File: src/hdl/apc_pkg.sv
// apc_pkg: shared types and constants of the arithmetic progression run compactor
// no dependencies
package apc_pkg;

    localparam int unsigned FIELD_W    = 32;
    localparam int unsigned MAX_RANGES = 3;
    localparam int unsigned CNT_W      = 2;   // holds 0 .. MAX_RANGES
    localparam int unsigned QDEPTH     = 4;

    typedef struct packed {
        logic [FIELD_W-1:0] range_first;
        logic [FIELD_W-1:0] range_last;
        logic [FIELD_W-1:0] range_stride;
    } t_range;

    // all ranges caused by one accepted request
    typedef struct packed {
        logic                        last;
        logic [CNT_W-1:0]            cnt;
        t_range [MAX_RANGES-1:0]     rng;
    } t_entry;

    typedef struct packed {
        logic   valid;
        t_entry entry;
    } t_push;

    typedef struct packed {
        logic   empty;
        t_entry head;
    } t_head;

endpackage

File: src/hdl/apc_if.sv
// apc_if: valid/ready channel interfaces for the request and range streams
// depends on: nothing
interface apc_in_if;
    logic               valid;
    logic               ready;
    logic signed [31:0] ident;
    logic               last_in;

    modport source (output valid, output ident, output last_in, input ready);
    modport sink   (input valid, input ident, input last_in, output ready);
endinterface

interface apc_out_if;
    logic               valid;
    logic               ready;
    logic signed [31:0] range_first;
    logic signed [31:0] range_last;
    logic        [31:0] range_stride;
    logic               final_out;

    modport source (output valid, output range_first, output range_last,
                    output range_stride, output final_out, input ready);
    modport sink   (input valid, input range_first, input range_last,
                    input range_stride, input final_out, output ready);
endinterface

File: src/hdl/apc_front.sv
// apc_front: accepts identifiers, tracks run and pending singles, builds range entries
// depends on: apc_pkg, apc_in_if
module apc_front
    import apc_pkg::*;
#(
    parameter int ID_WIDTH = 32
) (
    input  logic        i_clk,
    input  logic        i_rst_n,
    apc_in_if.sink      i_in,
    input  logic        i_full,
    output t_push       o_push
);

    logic                r_run_open;
    logic [ID_WIDTH-1:0] r_run_begin;
    logic [ID_WIDTH-1:0] r_run_stop;
    logic [ID_WIDTH-1:0] r_run_delta;
    logic [1:0]          r_pend_cnt;
    logic [ID_WIDTH-1:0] r_pend_older;
    logic [ID_WIDTH-1:0] r_pend_newer;
    logic [ID_WIDTH-1:0] r_pend_delta;   // newer - older while two are pending

    logic                n_run_open;
    logic [ID_WIDTH-1:0] n_run_begin;
    logic [ID_WIDTH-1:0] n_run_stop;
    logic [ID_WIDTH-1:0] n_run_delta;
    logic [1:0]          n_pend_cnt;
    logic [ID_WIDTH-1:0] n_pend_older;
    logic [ID_WIDTH-1:0] n_pend_newer;
    logic [ID_WIDTH-1:0] n_pend_delta;

    logic [ID_WIDTH-1:0] x;
    logic [ID_WIDTH-1:0] base;
    logic [ID_WIDTH-1:0] diff;
    logic                step_match;
    logic                dup;
    logic                accept;
    t_entry              ent;

    assign i_in.ready = !i_full;
    assign accept     = i_in.valid && i_in.ready;

    assign x          = ID_WIDTH'($unsigned(i_in.ident));
    // latest identifier seen and the step it would have to continue
    assign base       = r_run_open ? r_run_stop : r_pend_newer;
    assign diff       = x - base;
    assign step_match = diff == (r_run_open ? r_run_delta : r_pend_delta);
    assign dup        = (r_run_open || (r_pend_cnt != 2'd0)) && (x == base);

    always_comb begin
        n_run_open   = r_run_open;
        n_run_begin  = r_run_begin;
        n_run_stop   = r_run_stop;
        n_run_delta  = r_run_delta;
        n_pend_cnt   = r_pend_cnt;
        n_pend_older = r_pend_older;
        n_pend_newer = r_pend_newer;
        n_pend_delta = r_pend_delta;
        ent          = '0;
        ent.last     = i_in.last_in;

        if (!dup) begin
            if (r_run_open) begin
                if (step_match) begin
                    n_run_stop = x;
                end else begin
                    ent.rng[ent.cnt] = '{FIELD_W'(r_run_begin), FIELD_W'(r_run_stop),
                                         FIELD_W'(r_run_delta)};
                    ent.cnt      = ent.cnt + 2'd1;
                    n_run_open   = 1'b0;
                    n_pend_newer = x;
                    n_pend_cnt   = 2'd1;
                end
            end else if (r_pend_cnt == 2'd0) begin
                n_pend_newer = x;
                n_pend_cnt   = 2'd1;
            end else if (r_pend_cnt == 2'd1) begin
                n_pend_older = r_pend_newer;
                n_pend_newer = x;
                n_pend_delta = diff;
                n_pend_cnt   = 2'd2;
            end else begin
                if (step_match) begin
                    n_run_open  = 1'b1;
                    n_run_begin = r_pend_older;
                    n_run_stop  = x;
                    n_run_delta = diff;
                    n_pend_cnt  = 2'd0;
                end else begin
                    ent.rng[ent.cnt] = '{FIELD_W'(r_pend_older), FIELD_W'(r_pend_older),
                                         FIELD_W'(1)};
                    ent.cnt      = ent.cnt + 2'd1;
                    n_pend_older = r_pend_newer;
                    n_pend_newer = x;
                    n_pend_delta = diff;
                end
            end
        end

        // flush on the last identifier of a list
        if (i_in.last_in) begin
            if (n_run_open) begin
                ent.rng[ent.cnt] = '{FIELD_W'(n_run_begin), FIELD_W'(n_run_stop),
                                     FIELD_W'(n_run_delta)};
                ent.cnt = ent.cnt + 2'd1;
            end
            if (n_pend_cnt[1]) begin
                ent.rng[ent.cnt] = '{FIELD_W'(n_pend_older), FIELD_W'(n_pend_older),
                                     FIELD_W'(1)};
                ent.cnt = ent.cnt + 2'd1;
            end
            if (n_pend_cnt != 2'd0) begin
                ent.rng[ent.cnt] = '{FIELD_W'(n_pend_newer), FIELD_W'(n_pend_newer),
                                     FIELD_W'(1)};
                ent.cnt = ent.cnt + 2'd1;
            end
            n_run_open = 1'b0;
            n_pend_cnt = 2'd0;
        end
    end

    assign o_push.valid = accept && (ent.cnt != 2'd0);
    assign o_push.entry = ent;

    always_ff @(posedge i_clk) begin
        if (!i_rst_n) begin
            r_run_open <= 1'b0;
            r_pend_cnt <= 2'd0;
        end else if (accept) begin
            r_run_open <= n_run_open;
            r_pend_cnt <= n_pend_cnt;
        end
    end

    always_ff @(posedge i_clk) begin
        if (accept) begin
            r_run_begin  <= n_run_begin;
            r_run_stop   <= n_run_stop;
            r_run_delta  <= n_run_delta;
            r_pend_older <= n_pend_older;
            r_pend_newer <= n_pend_newer;
            r_pend_delta <= n_pend_delta;
        end
    end

endmodule

File: src/hdl/apc_queue.sv
// apc_queue: short fifo of range entries between front and back
// depends on: apc_pkg
module apc_queue
    import apc_pkg::*;
(
    input  logic  i_clk,
    input  logic  i_rst_n,
    input  t_push i_push,
    input  logic  i_pop,
    output logic  o_full,
    output t_head o_head
);

    localparam int PTR_W = $clog2(QDEPTH);
    localparam int CNT_QW = $clog2(QDEPTH + 1);

    t_entry             r_mem [QDEPTH];
    logic [PTR_W-1:0]   r_wr_ptr;
    logic [PTR_W-1:0]   r_rd_ptr;
    logic [CNT_QW-1:0]  r_count;
    logic               do_push;
    logic               do_pop;

    assign o_full       = r_count == CNT_QW'(QDEPTH);
    assign o_head.empty = r_count == '0;
    assign o_head.head  = r_mem[r_rd_ptr];
    assign do_push      = i_push.valid && !o_full;
    assign do_pop       = i_pop && !o_head.empty;

    always_ff @(posedge i_clk) begin
        if (!i_rst_n) begin
            r_wr_ptr <= '0;
            r_rd_ptr <= '0;
            r_count  <= '0;
        end else begin
            if (do_push) begin
                r_wr_ptr <= r_wr_ptr + PTR_W'(1);
            end
            if (do_pop) begin
                r_rd_ptr <= r_rd_ptr + PTR_W'(1);
            end
            if (do_push && !do_pop) begin
                r_count <= r_count + CNT_QW'(1);
            end else if (!do_push && do_pop) begin
                r_count <= r_count - CNT_QW'(1);
            end
        end
    end

    always_ff @(posedge i_clk) begin
        if (do_push) begin
            r_mem[r_wr_ptr] <= i_push.entry;
        end
    end

endmodule

File: src/hdl/apc_back.sv
// apc_back: walks the ranges of each queued entry into the output register
// depends on: apc_pkg, apc_out_if
module apc_back
    import apc_pkg::*;
(
    input  logic     i_clk,
    input  logic     i_rst_n,
    input  t_head    i_head,
    output logic     o_pop,
    apc_out_if.source o_out
);

    logic [CNT_W-1:0] r_sel;
    logic             r_valid;
    t_range           r_rng;
    logic             r_final;

    logic             load;
    logic             at_end;

    assign load   = !i_head.empty && (!r_valid || o_out.ready);
    assign at_end = r_sel == (i_head.head.cnt - 2'd1);
    assign o_pop  = load && at_end;

    always_ff @(posedge i_clk) begin
        if (!i_rst_n) begin
            r_valid <= 1'b0;
            r_sel   <= '0;
        end else begin
            if (load) begin
                r_valid <= 1'b1;
                r_sel   <= at_end ? '0 : r_sel + 2'd1;
            end else if (o_out.ready) begin
                r_valid <= 1'b0;
            end
        end
    end

    always_ff @(posedge i_clk) begin
        if (load) begin
            r_rng   <= i_head.head.rng[r_sel];
            r_final <= i_head.head.last && at_end;
        end
    end

    assign o_out.valid        = r_valid;
    assign o_out.range_first  = $signed(r_rng.range_first);
    assign o_out.range_last   = $signed(r_rng.range_last);
    assign o_out.range_stride = r_rng.range_stride;
    assign o_out.final_out    = r_final;

endmodule

File: src/hdl/arith_progression_run_compactor.sv
// arith_progression_run_compactor: top level, front classifier, entry queue, range emitter
// depends on: apc_pkg, apc_if, apc_front, apc_queue, apc_back
//
// usage
//   i_in carries signed identifiers (ident) with last_in on the
//   final one of a list. o_out carries ranges (range_first, range_last,
//   range_stride) and final_out on the last range of a list.
//   a request is taken at a rising edge with valid and ready both high.
//   three or more identifiers with a common difference come out as one range,
//   the rest as single ranges with step 1; a repeat of the latest identifier
//   is dropped. a request marked last flushes the open run and pending singles.
// throughput
//   one identifier per cycle is accepted while the queue is not full; a range
//   passes through the queue and the output register after the request that
//   closed it. the front does one add and compare per request. the back emits
//   one range per cycle while the receiver is ready; a flush of up to three
//   ranges is absorbed by the entry queue (four entries).
// reset and stall
//   synchronous active-low reset empties run state, queue and output register.
//   while the receiver stalls, the output holds; the queue fills and i_in.ready
//   drops only when it is full.
module arith_progression_run_compactor
    import apc_pkg::*;
#(
    parameter int ID_WIDTH = 32
) (
    input  logic      i_clk,
    input  logic      i_rst_n,
    apc_in_if.sink    i_in,
    apc_out_if.source o_out
);

    t_push push;     // front -> queue
    t_head head;     // queue -> back
    logic  full;
    logic  pop;

    // classify identifiers and build range entries
    apc_front #(
        .ID_WIDTH (ID_WIDTH)
    ) u_front (
        .i_clk   (i_clk),
        .i_rst_n (i_rst_n),
        .i_in    (i_in),
        .i_full  (full),
        .o_push  (push)
    );

    // decouples front from a stalled output
    apc_queue u_queue (
        .i_clk   (i_clk),
        .i_rst_n (i_rst_n),
        .i_push  (push),
        .i_pop   (pop),
        .o_full  (full),
        .o_head  (head)
    );

    // one range per cycle into the output register unless the receiver stalls
    apc_back u_back (
        .i_clk   (i_clk),
        .i_rst_n (i_rst_n),
        .i_head  (head),
        .o_pop   (pop),
        .o_out   (o_out)
    );

endmodule

File: src/flat_wrapper.sv
// flat-port wrapper written by rule: the top's interface ports become plain ports
module arith_progression_run_compactor_flat import apc_pkg::*;
#(
    parameter int ID_WIDTH = 32
)
  (i_clk, i_rst_n, i_in_valid, i_in_ident, i_in_last_in, i_in_ready, o_out_valid, o_out_range_first, o_out_range_last, o_out_range_stride, o_out_final_out, o_out_ready);
  apc_in_if i_in_i ();
  apc_out_if o_out_i ();
  input  logic i_clk;
  input  logic i_rst_n;
  input wire logic [$bits(i_in_i.valid)-1:0] i_in_valid;
  input wire logic [$bits(i_in_i.ident)-1:0] i_in_ident;
  input wire logic [$bits(i_in_i.last_in)-1:0] i_in_last_in;
  output wire logic [$bits(i_in_i.ready)-1:0] i_in_ready;
  output wire logic [$bits(o_out_i.valid)-1:0] o_out_valid;
  output wire logic [$bits(o_out_i.range_first)-1:0] o_out_range_first;
  output wire logic [$bits(o_out_i.range_last)-1:0] o_out_range_last;
  output wire logic [$bits(o_out_i.range_stride)-1:0] o_out_range_stride;
  output wire logic [$bits(o_out_i.final_out)-1:0] o_out_final_out;
  input wire logic [$bits(o_out_i.ready)-1:0] o_out_ready;
  assign i_in_i.valid = i_in_valid;
  assign i_in_i.ident = i_in_ident;
  assign i_in_i.last_in = i_in_last_in;
  assign i_in_ready = i_in_i.ready;
  assign o_out_valid = o_out_i.valid;
  assign o_out_range_first = o_out_i.range_first;
  assign o_out_range_last = o_out_i.range_last;
  assign o_out_range_stride = o_out_i.range_stride;
  assign o_out_final_out = o_out_i.final_out;
  assign o_out_i.ready = o_out_ready;
  arith_progression_run_compactor #(.ID_WIDTH(ID_WIDTH)) u_core (.i_clk(i_clk), .i_rst_n(i_rst_n), .i_in(i_in_i), .o_out(o_out_i));
endmodule
File: config.mk
export PLATFORM = sky130hd
export DESIGN_NAME = arith_progression_run_compactor_flat
export DESIGN_NICKNAME = d
export VERILOG_FILES = /design/src/hdl/apc_pkg.sv /design/src/hdl/apc_if.sv /design/src/hdl/apc_front.sv /design/src/hdl/apc_queue.sv /design/src/hdl/apc_back.sv /design/src/hdl/arith_progression_run_compactor.sv /design/src/flat_wrapper.sv
export SDC_FILE = /design/constraint.sdc
export NUM_CORES = 1
export LEC_CHECK = 0
export BUFFER_PORTS_ARGS = -buffer_cell sky130_fd_sc_hd__clkbuf_2
export CAP_MARGIN = 15
export CORE_AREA = 2 2 429 516
export CTS_CLUSTER_DIAMETER = 60
export DETAILED_ROUTE_END_ITERATION = 10
export DIE_AREA = 0 0 431 518
export PLACE_DENSITY_LB_ADDON = 0.25
export SETUP_SLACK_MARGIN = 0.1
export SYNTH_ARGS = -nofsm -noshare
export SYNTH_HDL_FRONTEND = slang
export SYNTH_SLANG_ARGS = --single-unit
File: constraint.sdc
create_clock -name i_clk -period 38.9 [get_ports i_clk]
set_input_delay 1.945 -clock i_clk [delete_from_list [all_inputs] [get_ports i_clk]]
set_output_delay 1.945 -clock i_clk [all_outputs]
set_load 0.01 [all_outputs]
==> impl_table.tex <==
\begin{tabular}{lr}
\hline
Metric & Value \\
\hline
\multicolumn{2}{l}{\textbf{Run status}} \\
\quad Status & completed \\
\multicolumn{2}{l}{\textbf{Logic synthesis}} \\
\quad Library cell with the largest summed area after synthesis & edfxtp\_1 \\
\quad Share of synthesized registers carrying an async set or reset & 0 \\
\quad Warning count from the yosys run & 0 \\
\quad Number of distinct standard cells referenced by the synthesized netlist & 92 \\
\quad Post-synthesis cell area & 54,190 sq um \\
\quad Flops \& latches, synth & $\sim$1,200 \\
\quad Area fraction of the dominant cell type after synthesis & 0.6655 \\
\quad Dominant cells by area after synthesis & edfxtp\_1 67\%, mux4\_2 9.5\%, mux2i\_1 4.1\% \\
\quad Dominant synthesized flop cell & edfxtp\_1 \\
\quad Portion of the post-synthesis area used by sequential elements & 0.6711 \\
\quad Synthesized area per cell & 16.54 sq um \\
\quad Cell count after synthesis & around 3,300 \\
\quad Number of synthesized flops with an enable pin & 1,201 \\
\multicolumn{2}{l}{\textbf{Clock tree}} \\
\quad Max Buffers Root-to-Sink & 3 \\
\quad Number of clock buffers inserted by TritonCTS & around 140 \\
\quad Post-CTS clock slew at the launch and capture registers of the worst setup and hold paths & 60 ps \\
\quad Post-CTS Setup Repair Bufs & 0 \\
\quad Post-cts resize count & 0 \\
\quad Root Buffer & clkbuf\_16 \\
\quad Clock Sinks & between 1,000 and 1,500 \\
\quad Hold Buf Count CTS & 0 \\
\quad Skew-Pair Late Insertion Delay & 810 ps \\
\quad Clock tree from TritonCTS & done \\
\quad Maximum level of the CTS H-tree & 4 \\
\multicolumn{2}{l}{\textbf{Global routing}} \\
\quad Met3 track demand over resource & 0.02210 \\
\quad Initial antenna violation count & 23 \\
\quad Number of global-route vias before repair & 31,440 \\
\quad GR Util met2 & 0.2339 \\
\quad Met1 capacity usage during global routing & 0.1712 \\
\quad First-pass GRT wire length & between 200,000 and 250,000 um \\
\quad Highest-utilization routing layer at the global route stage & met2 \\
\quad Global routing usage summed across all routing layers & 0.1360 \\
\quad Pin count of the biggest net entering global routing & roughly 120 \\
\quad Overflow left after global routing & 0 \\
\multicolumn{2}{l}{\textbf{Power and ir drop}} \\
\quad Cell leakage power & between 0.015 and 0.02 uW \\
\quad Peak supply drop & 0.0001316 V \\
\quad Overall power of the completed layout & between 3000 and 4000 uW \\
\quad Power density relative to cell area & 61.94 nW/um\^{}2 \\
\multicolumn{2}{l}{\textbf{Floorplan}} \\
\quad Initial core utilization & 0.2485 \\
\quad Overall die area & around 220,000 sq um \\
\quad Core footprint & between 200,000 and 250,000 sq um \\
\quad Horiz. Die Dim & 431 um \\
\quad Vertical extent of the die & 518 um \\
\quad I/O pins & 136 \\
\quad Standard-cell rows & 188 \\
\multicolumn{2}{l}{\textbf{STA}} \\
\quad Final setup vio count & 0 \\
\quad Number of pins exceeding their max-slew limit in the final report & 0 \\
\quad Sum of negative setup slack & 0 ps \\
\quad Slew at the pin closest to its max-slew limit & 1132 ps \\
\quad Fmax achieved & around 0.085 GHz \\
\quad Setup WS post-layout & 27,080 ps \\
\quad Setup repair after global routing missed its margin & no \\
\quad Final hold violation count & 0 \\
\quad Fin Clk Skew & 63.52 ps \\
\quad Headroom to the max-slew limit & 0.2426 \\
\quad Portion of the clock cycle consumed by the worst path in the final layout & 0.3038 \\
\quad Tmin final & 11,820 ps \\
\multicolumn{2}{l}{\textbf{Worst setup path}} \\
\quad Critical Path Sink Type & flip-flop \\
\quad Worst path depth & 27 \\
\quad Startpoint type of the worst setup path & flip-flop \\
\quad Number of buffers and inverters on the critical path & 9 \\
\quad Critical path data required time & 39,310 ps \\
\quad Arrival time of data at the critical path endpoint & 12,230 ps \\
\quad Most frequent cell on the critical path & buf\_4 \\
\quad Worst flop-to-flop path endpoint & u\_core.u\_queue.r\_mem[0][168] \\
\quad Maximum single-stage delay on the critical path & 780 ps \\
\quad Startpoint of the worst-slack reg-to-reg timing path & u\_core.u\_front.r\_run\_open \\
\quad Worst setup path category & reg -> reg \\
\quad Largest fanout on the critical path & 51 \\
\quad Kind of cell with the highest combined delay on the critical path & buffers and inverters \\
\quad Register-to-register setup slack & 27,080 ps \\
\quad Path depth of the worst reg2reg path & 27 \\
\quad Source of the critical timing path & u\_core.u\_front.r\_run\_open \\
\quad Slowest-stage cell, CP & nand4b\_1 \\
\quad Setup crit end & u\_core.u\_queue.r\_mem[0][168] \\
\multicolumn{2}{l}{\textbf{Layout}} \\
\quad Highest-count cells in the layout ignoring fill and taps & 1,201 x edfxtp\_1, 285 x nor2\_1, 228 x mux4\_2 \\
\quad Fraction of final layout cells with drive strength greater than 1 & 0.2266 \\
\quad Commonest non-fill, non-tap cell in the layout & edfxtp\_1 \\
\quad Final net count & 3,621 \\
\quad Syn-to-layout area delta & 16.11\% \\
\multicolumn{2}{l}{\textbf{Route}} \\
\quad Total via count after detailed routing & 30,420 \\
\quad Antenna Nets Post-Route & 0 \\
\quad Drt first pass iters & 7 \\
\quad Number of remaining DRC errors & 0 \\
\quad Final wirelength & 154,800 um \\
\quad Avg Vias per Cell & approximately 4.7 \\
\quad Initial drt markers & 2,252 \\
\quad Average routed wire per standard cell & about 24 um \\
\multicolumn{2}{l}{\textbf{Placement}} \\
\quad Placer congestion estimate & 0.8719 \\
\quad \# port buffers & 135 \\
\quad Post-placement setup slack & 26,990 ps \\
\quad DP HPWL & 98,650 um \\
\multicolumn{2}{l}{\textbf{Job}} \\
\quad MaxCap Viol Count & 0 \\
\multicolumn{2}{l}{\textbf{Worst hold path}} \\
\quad Min-Delay Path Class & reg -> reg \\
\hline
\end{tabular}
-- tightest hold or removal path, stage by stage (launching register included) --
cell and delay, ps:
dfxtp_1 330, o21ai_0 70, a21boi_0 70
-- registers in the layout, indices dropped and copies added, names as in the netlist, named ones only --
signal	flops
u_core.u_front.r_pend_older	32
u_core.u_back.r_sel	2
u_core.u_back.o_out.range_stride	32
u_core.u_queue.r_rd_ptr	2
u_core.u_front.r_run_open	1
u_core.u_back.o_out.range_last	32
u_core.u_front.r_pend_delta	32
u_core.u_back.o_out.valid	1
u_core.u_front.r_run_begin	32
u_core.u_front.r_pend_cnt	2
u_core.u_back.o_out.final_out	1
u_core.u_front.r_run_delta	32
u_core.u_front.r_pend_newer	32
u_core.u_queue.r_mem	912
u_core.u_back.o_out.range_first	32
u_core.u_queue.r_count	3
u_core.u_queue.r_wr_ptr	2
u_core.u_front.r_run_stop	32
-- cell families (layout without fill, tap and decap cells) --
group / Yosys count / after routing / share of synthesized area
AOI/OAI and AO/OA: 494 / 494 / 0.06417
buffers and inverters: 229 / 465 / 0.01884
adders and majority gates: 50 / 50 / 0.01196
DFF: 1216 / 1216 / 0.6711
and+or+nand+nor: 621 / 621 / 0.05394
other: 1 / 127 / 0.00006920
xor gates and xnor gates: 55 / 55 / 0.01067
muxes: 611 / 611 / 0.1693
-- where the power goes --
group          internal (uW)  leakage, uW  switching [uW]
sequential              1660       0.0111            70.8
clock                    688      0.00206             550
combinational            346      0.00643             585
total                   2690       0.0196            1210
-- per-stage QoR --
step                hold WS [ps]  cell area, sq um    util  instances
floorplan                  477.4             54650       -       3400
global placement           505.2             58620  0.2688       6243
detailed placement         514.9             58630  0.2689       6245
CTS                        522.7             62910  0.2885       6485
global route               556.1             62920  0.2885       6487
finish                     515.6             62920  0.2886       6489
-- metal layers --
metal / vias to the layer above / routed length, um
li1: 13620 / -
met1: 15860 / 64850
met2: 703 / 78010
met3: 240 / 6271
met4: 4 / 5607
met5: - / 26
-- worst min path at each step --
stage / startpoint / to / depth (start not counted)
global placement: u_core.u_back.o_out.valid / u_core.u_back.o_out.valid / 2
floorplan: u_core.u_queue.r_count[2] / u_core.u_queue.r_count[2] / 2
finish: u_core.u_queue.r_count[2] / u_core.u_queue.r_count[2] / 2
global route: u_core.u_queue.r_count[2] / u_core.u_queue.r_count[2] / 2
detailed placement: u_core.u_queue.r_count[2] / u_core.u_queue.r_count[2] / 2
CTS: u_core.u_queue.r_count[2] / u_core.u_queue.r_count[2] / 2
-- cell usage after synthesis, types with 9 or more instances --
| library cell | count |
|---|---|
| a211oi_1 | 41 |
| a21o_1 | 11 |
| a21oi_1 | 74 |
| a221oi_1 | 32 |
| a22o_1 | 22 |
| a22oi_1 | 77 |
| and2_1 | 24 |
| buf_1 | 36 |
| buf_2 | 33 |
| buf_4 | 14 |
| buf_6 | 9 |
| clkbuf_1 | 111 |
| dfxtp_1 | 15 |
| edfxtp_1 | 1201 |
| ha_1 | 47 |
| inv_1 | 25 |
| mux2_2 | 162 |
| mux2i_1 | 220 |
| mux4_2 | 228 |
| nand2_1 | 113 |
| nand3_1 | 15 |
| nand4_1 | 21 |
| nor2_1 | 287 |
| nor2b_1 | 25 |
| nor3_1 | 26 |
| nor3b_1 | 10 |
| nor4_1 | 47 |
| o21a_1 | 21 |
| o21ai_0 | 108 |
| o221ai_1 | 23 |
| xnor2_1 | 31 |
| xor2_1 | 17 |
-- area by class of cell --
type / count / area (sq um)
antenna: 3 / 7.507
clock buffer: 167 / 3561
clock inverter: 73 / 718.2
fill: 21580 / 155100
inverter: 26 / 102.6
multi-input combinational: 1955 / 17380
sequential: 1216 / 36380
tap: 2850 / 3566
timing repair buffer: 199 / 1199
Power figures use the tool's default switching activity.
